<file path="src/sv/bba_pkg.sv">
// shared constants, payload types and control/status bundles for the bitmap allocator
package bba_pkg;

    localparam int MAX_MAPS      = 8;
    localparam int BITS_PER_MAP  = 8192;
    localparam int WORD_BITS     = 32;
    localparam int MAP_WORDS     = MAX_MAPS * BITS_PER_MAP / WORD_BITS;
    localparam int WORDS_PER_MAP = BITS_PER_MAP / WORD_BITS;
    localparam int WORD_AW       = $clog2(MAP_WORDS);
    localparam int BIT_AW        = $clog2(WORD_BITS);
    localparam int IDX_W         = WORD_AW + BIT_AW;
    localparam int WCNT_W        = $clog2(MAP_WORDS + 1);

    localparam int BLK_W      = 16;
    localparam int TOT_W      = 17;
    localparam int MAPS_W     = 4;
    localparam int CALC_W     = 18;
    localparam int BLOCK_SPAN = 65536;

    localparam int CFG_IDX_W  = 2;
    localparam int CFG_DATA_W = 17;

    typedef enum logic [0:0] {
        CMD_ALLOC = 1'b0,
        CMD_FREE  = 1'b1
    } command_t;

    typedef enum logic [1:0] {
        ST_OK    = 2'd0,
        ST_NONE  = 2'd1,
        ST_RANGE = 2'd2,
        ST_FREE  = 2'd3
    } status_t;

    typedef enum logic [CFG_IDX_W-1:0] {
        CFG_FIRST_DATA_BLOCK = 2'd0,
        CFG_TOTAL_BLOCKS     = 2'd1,
        CFG_MAPS_IN_USE      = 2'd2
    } cfg_reg_t;

    typedef struct packed {
        command_t          command;
        logic [BLK_W-1:0]  block_number;
    } in_t;

    typedef struct packed {
        logic [BLK_W-1:0]  result_block;
        status_t           status;
    } out_t;

    typedef struct packed {
        logic init_we;
        logic cnt_clr;
        logic cnt_inc;
        logic load_in;
        logic scan_rd;
        logic free_rd;
        logic capture;
        logic alloc_commit;
        logic free_commit;
        logic fail_none;
        logic fail_range;
        logic load_out;
    } dp_cmd_t;

    typedef struct packed {
        logic sweep_last;
        logic scan_more;
        logic rd_vld;
        logic has_clear;
        logic free_in_range;
    } dp_stat_t;

endpackage

</file>
<file path="src/sv/bba_ctrl.sv">
// controller state machine: clear sweep, scan sequencing, free check, result handoff
module bba_ctrl (
    input  logic                aclk,
    input  logic                aresetn,
    input  logic                s_valid,
    output logic                s_ready,
    input  bba_pkg::command_t   s_command,
    output logic                m_valid,
    input  logic                m_ready,
    input  bba_pkg::dp_stat_t   stat,
    output bba_pkg::dp_cmd_t    cmd
);
    import bba_pkg::*;

    typedef enum logic [6:0] {
        S_INIT     = 7'b0000001,
        S_IDLE     = 7'b0000010,
        S_SCAN     = 7'b0000100,
        S_ALLOC    = 7'b0001000,
        S_FREE_RD  = 7'b0010000,
        S_FREE_CHK = 7'b0100000,
        S_RESP     = 7'b1000000
    } state_t;

    state_t state_reg, state_next;
    logic   m_valid_reg, m_valid_next;

    always_comb begin
        state_next   = state_reg;
        cmd          = '0;
        s_ready      = 1'b0;
        m_valid_next = m_valid_reg & ~m_ready;
        unique case (state_reg)
            S_INIT: begin
                cmd.init_we = 1'b1;
                if (stat.sweep_last) begin
                    cmd.cnt_clr = 1'b1;
                    state_next  = S_IDLE;
                end else begin
                    cmd.cnt_inc = 1'b1;
                end
            end
            S_IDLE: begin
                s_ready = 1'b1;
                if (s_valid) begin
                    cmd.load_in = 1'b1;
                    cmd.cnt_clr = 1'b1;
                    state_next  = (s_command == CMD_FREE) ? S_FREE_RD : S_SCAN;
                end
            end
            S_SCAN: begin
                // one word read issued per cycle while words remain, data checked in the next cycle
                cmd.scan_rd = stat.scan_more;
                cmd.cnt_inc = stat.scan_more;
                if (stat.rd_vld && stat.has_clear) begin
                    cmd.capture = 1'b1;
                    state_next  = S_ALLOC;
                end else if (!stat.scan_more && !stat.rd_vld) begin
                    cmd.fail_none = 1'b1;
                    state_next    = S_RESP;
                end
            end
            S_ALLOC: begin
                cmd.alloc_commit = 1'b1;
                state_next       = S_RESP;
            end
            S_FREE_RD: begin
                if (stat.free_in_range) begin
                    cmd.free_rd = 1'b1;
                    state_next  = S_FREE_CHK;
                end else begin
                    cmd.fail_range = 1'b1;
                    state_next     = S_RESP;
                end
            end
            S_FREE_CHK: begin
                cmd.free_commit = 1'b1;
                state_next      = S_RESP;
            end
            S_RESP: begin
                if (!m_valid_reg || m_ready) begin
                    cmd.load_out = 1'b1;
                    m_valid_next = 1'b1;
                    state_next   = S_IDLE;
                end
            end
            default: begin
                state_next = S_INIT;
            end
        endcase
    end

    always_ff @(posedge aclk) begin
        if (!aresetn) begin
            state_reg   <= S_INIT;
            m_valid_reg <= 1'b0;
        end else begin
            state_reg   <= state_next;
            m_valid_reg <= m_valid_next;
        end
    end

    assign m_valid = m_valid_reg;

    a_one_in_flight: assert property (@(posedge aclk) disable iff (!aresetn)
        (s_valid && s_ready) |=> !s_ready)
        else $error("second transaction accepted while busy");

    a_sweep_quiet: assert property (@(posedge aclk) disable iff (!aresetn)
        cmd.init_we |-> (!cmd.scan_rd && !cmd.free_rd && !s_ready && !cmd.load_out))
        else $error("activity during clear sweep");

    a_out_slot_free: assert property (@(posedge aclk) disable iff (!aresetn)
        cmd.load_out |-> (!m_valid_reg || m_ready))
        else $error("result overwritten before taken");

endmodule

</file>
<file path="config.mk">
export PLATFORM = sky130hd
export DESIGN_NAME = bba_ctrl
export DESIGN_NICKNAME = d
export VERILOG_FILES = /design/src/sv/bba_pkg.sv /design/src/sv/bba_ctrl.sv
export SDC_FILE = /design/constraint.sdc
export NUM_CORES = 1
export LEC_CHECK = 0
export BUFFER_PORTS_ARGS = -buffer_cell sky130_fd_sc_hd__buf_2
export CORE_MARGIN = 2
export CORE_UTILIZATION = 45
export DETAILED_ROUTE_END_ITERATION = 7
export PLACE_DENSITY = 0.84
export SYNTH_ARGS = -nofsm -noshare
export SYNTH_HDL_FRONTEND = slang
export SYNTH_SLANG_ARGS = --single-unit
export TNS_END_PERCENT = 20
</file>
<file path="constraint.sdc">
create_clock -name aclk -period 2.17 [get_ports aclk]
set_input_delay 0.217 -clock aclk [delete_from_list [all_inputs] [get_ports aclk]]
set_output_delay 0.217 -clock aclk [all_outputs]
set_load 0.02 [all_outputs]
</file>
# Word-level counts from Yosys, hierarchy flattened

Cells that the tools add are included.

Logic and storage cells: 55
Output and inout bits: 14
Register bits: 8
Input port bits: 10

Reductions and logical operators: 8
Bitwise gates (word level): 2
Multiplexer cells: 32
Equality and inequality tests: 11

Operators with widths:

| cell               | count |
|---|---|
| $mux 7             | 6 |
| $pmux 7 s6         | 1 |
| $mux 1             | 22 |
| $eq 7x1->1 const B | 1 |
| $eq 7x2->1 const B | 1 |
| $eq 7x3->1 const B | 1 |
| $eq 7x4->1 const B | 1 |
| $eq 7x5->1 const B | 1 |
| $eq 7x6->1 const B | 1 |
| $eq 7x7->1 const B | 1 |
| $ne 2x2->1 const B | 3 |
| $mux 5             | 1 |
| $pmux 1 s2         | 2 |
| $reduce_and 4->1   | 1 |
| $logic_not 1->1    | 3 |
| $ne 3x3->1 const B | 1 |
| $logic_and 1x1->1  | 2 |
| $reduce_or 2->1    | 1 |
| $and 1x1->1        | 1 |
| $logic_or 1x1->1   | 1 |
| $not 1->1          | 1 |

# Longest topological paths before layout

Depth in word-level cells: 5
Depth in mapped cells: 5
Mapped depth without buffers: 4

# Least setup slack after synthesis

Ideal clock, no wire load.

Path kind: flip-flop to output port
Start: register state_reg[5]
End: output cmd[10] in the netlist's numbering
Data arrival time: 1935 ps
Slack: 18 ps
Data required time: 1953 ps
Stages on the path, launching flop included: 6
Path through: dfxtp_1 buf_6 or4_4 nor4b_4 and2_1 a21o_1

RTL lines:

| item                   | line           | text |
|---|---|---|
| start, declared        | bba_ctrl.sv:25 | `state_t state_reg, state_next;` |
| start signal, assigned | bba_ctrl.sv:98 | `state_reg <= state_next;` |
| end, declared          | bba_ctrl.sv:11 | `output bba_pkg::dp_cmd_t cmd` |

==> summary.txt <==
Clock tree
  – Worst skew pair latency: 0.25 ns
  – Clock Root Buffer: clkbuf_4
  – Total CTS buffers: 3
  – CTS clk-pin slew, worst paths: 0.06 ns
  – Clk sinks: 8
  – Max Root-Sink Buffers: 2
  – CTS tree: done
  – Htree depth: 1

Placed design
  – GP Congestion: 0.848
  – Final HPWL DP: 1130 um
  – Worst slack at placement: 0.230 ns
  – # port buffers: 23

Timing
  – Setup violations, final: 0
  – Clock skew: 0.00457 ns
  – Tmin final: 2.07 ns
  – Slew HR: 67.5%
  – Fin. Hold Viols: 0
  – Max-slew violation count: 0
  – Final worst slack: 0.0976 ns
  – Setup TNS: 0 ns
  – Final period util: 95.5%
  – Worst-Margin Slew: 0.483 ns
  – Unrepaired setup endpoints after global routing: false
  – Highest clock rate: 483 MHz

Critical path
  – Worst Path Required: 1.95 ns
  – Worst-path maximum fanout: 8
  – Critical path's slowest cell: or4_4
  – Critical Path AT: 1.86 ns
  – Crit path kind: reg -> out
  – Critical path startpoint category: flip-flop
  – Crit-path cells: or4_4, nor4b_4, and2_4, a21o_1, buf_2
  – Crit path largest cell delay: 0.58 ns
  – Crit end category: output port

Die
  – Die height: 40.1 um
  – Die width: 40.1 um
  – Die ar.: 1610 um^2
  – CORE AREA: 1250 um^2
  – Initial core utilization: 46.9%
  – Number of core rows: 13
  – Top-Level Pins: 24

Route
  – Post-Route M1 WL: 654 um
  – Drt wl/cell: 13.5 um
  – Drt initial violations: 24
  – Vias per cell: 5.90
  – Met3 Routed Length: 105 um
  – DRT antenna net count: 0
  – Post-route DRC violation count: 0
  – Uppermost layer routed: met4
  – TritonRoute pass-1 iters: 4
  – Routed WL: 1530 um
  – Met2 wire len: 738 um
  – Via Count: 667

Synthesis
  – Post-synth top flop: dfxtp_1
  – Post-synth net total: 85
  – Syn_area_per_cell: 7.82 um^2
  – #FFs+latches synth: 8
  – Cell variety after synth: 34
  – Synth warnings: 0
  – Number of flops mapped to enable cells by yosys: 0
  – Seq/Total Area, Yosys: 27.3%
  – Post-synth ARST share: 0%
  – Gate Count Post-Synth: 75
  – Synthesized cell area: 587 um^2

Status
  – Outcome: finished clean

Power and ir drop
  – Pwr dens: 784 nW/um^2
  – VDD IR max: 0.504 mV
  – Leakage: 0.345 nW
  – Tot Pwr: 0.574 mW

Run
  – Max Cap Violations: 0

Cells and area
  – Fill cell count: 109
  – Leading cell type in the layout, fill and taps excluded: buf_2
  – Most frequent cells in the layout: buf_2, nor2_1, inv_1, dfxtp_1
  – P&R area growth vs syn: 24.7%
  – Register area: 164 um^2
  – Layout cell share with drive strength beyond 1: 35.7%
  – Max reg flops: 7
  – Nets: 110
  – Multi-input logic area: 385 um^2
  – Diode count: 0

GRT
  – Initial antenna violation count: 0
  – Gr ovfl total: 0
  – First-pass GRT wire length: 2370 um
  – Largest net degree at the start of global routing: 11
  – Number of global-route vias before repair: 565
  – Tot GR Track Use: 22.5%

Min path
  – Hold/Removal Path Class: in -> reg
-- routing by layer --
layer  GRT usage (%)  up-vias
li1                -      327
met1            28.5      312
met2            35.9       24
met3            5.00        4
met4            10.3        0
met5               0        -
-- through the flow --
step	hold WS (ns)	cell area (um^2)	util, %	cells
3_3_place_gp	0.452	696	55.5	109
6_report	0.194	732	58.4	113
2_1_floorplan	0.296	587	-	75
5_1_grt	0.198	732	58.4	113
4_1_cts	0.191	726	57.9	113
3_5_place_dp	0.455	696	55.5	109
-- kinds of logic (layout without fill, tap and decap cells) --
| logic type | after synthesis | count (layout) | synth area share, % |
|---|---|---|---|
| AO/OA/AOI/OAI | 16 | 16 | 20.5 |
| XOR/XNOR | 1 | 1 | 1.49 |
| flip-flops | 8 | 8 | 27.3 |
| AND/OR/NAND/NOR | 40 | 40 | 41.6 |
| buffers and inverters | 9 | 32 | 7.46 |
| multiplexers | 1 | 1 | 1.71 |
-- synthesized netlist by cell type (all sizes together), types with 2 or more instances --
cell type  count  area, um^2
a31oi          2        12.5
nand3b         2        15.0
o21ai          3        15.0
a21o           2        15.0
and2           2        12.5
buf            3        21.3
nor4           4        31.3
nand2          4        15.0
and3           2        12.5
nor3           3        15.0
nor2          10        37.5
inv            5        18.8
nor4b          2        32.5
nor2b          3        18.8
o2111ai        2        17.5
dfxtp          8         160
nand3          4        20.0
-- final cells by class --
type,count,share of cell area (%)
clock buffers,3,3.08
inverters,5,2.56
multi-input cells,58,52.6
flip-flops and latches,8,22.4
well taps,15,2.56
repair buffers,24,16.8
-- power by group --
group	switching [mW]	total, mW	internal (mW)
clock network	0.0529	0.116	0.0635
registers	0.0393	0.203	0.164
logic	0.149	0.255	0.106
total	0.241	0.574	0.333
-- path summary, 6_finish.rpt --
path                                           startpoint                         to  slack (ns)  cells after the start
worst max-delay path            state_reg[6]$_SDFFE_PN0P_                    cmd[10]         0.1                      5
worst min-delay path                              aresetn  state_reg[0]$_SDFFE_PN1P_        0.19                      2
worst max register to register  state_reg[6]$_SDFFE_PN0P_  state_reg[0]$_SDFFE_PN1P_        0.50                      5
worst min register to register  state_reg[6]$_SDFFE_PN0P_  state_reg[6]$_SDFFE_PN0P_        0.59                      2
-- repair_timing --
| item | in CTS | in global routing |
|---|---|---|
| buffers inserted | 1 | 0 |
| endpoints found under the hold margin | 0 | 0 |
| pin swaps | 2 | 1 |
| endpoints found under the setup margin | 1 | 1 |
| gates resized for setup | 0 | 4 |
| hold buffers | 0 | 0 |
-- worst max-delay path, delay by kind of cell (launching register included) --
kind	cells	cell delay [ns]
flip-flops	1	0.35
buffers and inverters	1	0.15
AND/OR/NAND/NOR	3	1.02
AO/OA/AOI/OAI	1	0.08
Note: power is estimated with default switching activity, not from simulation.
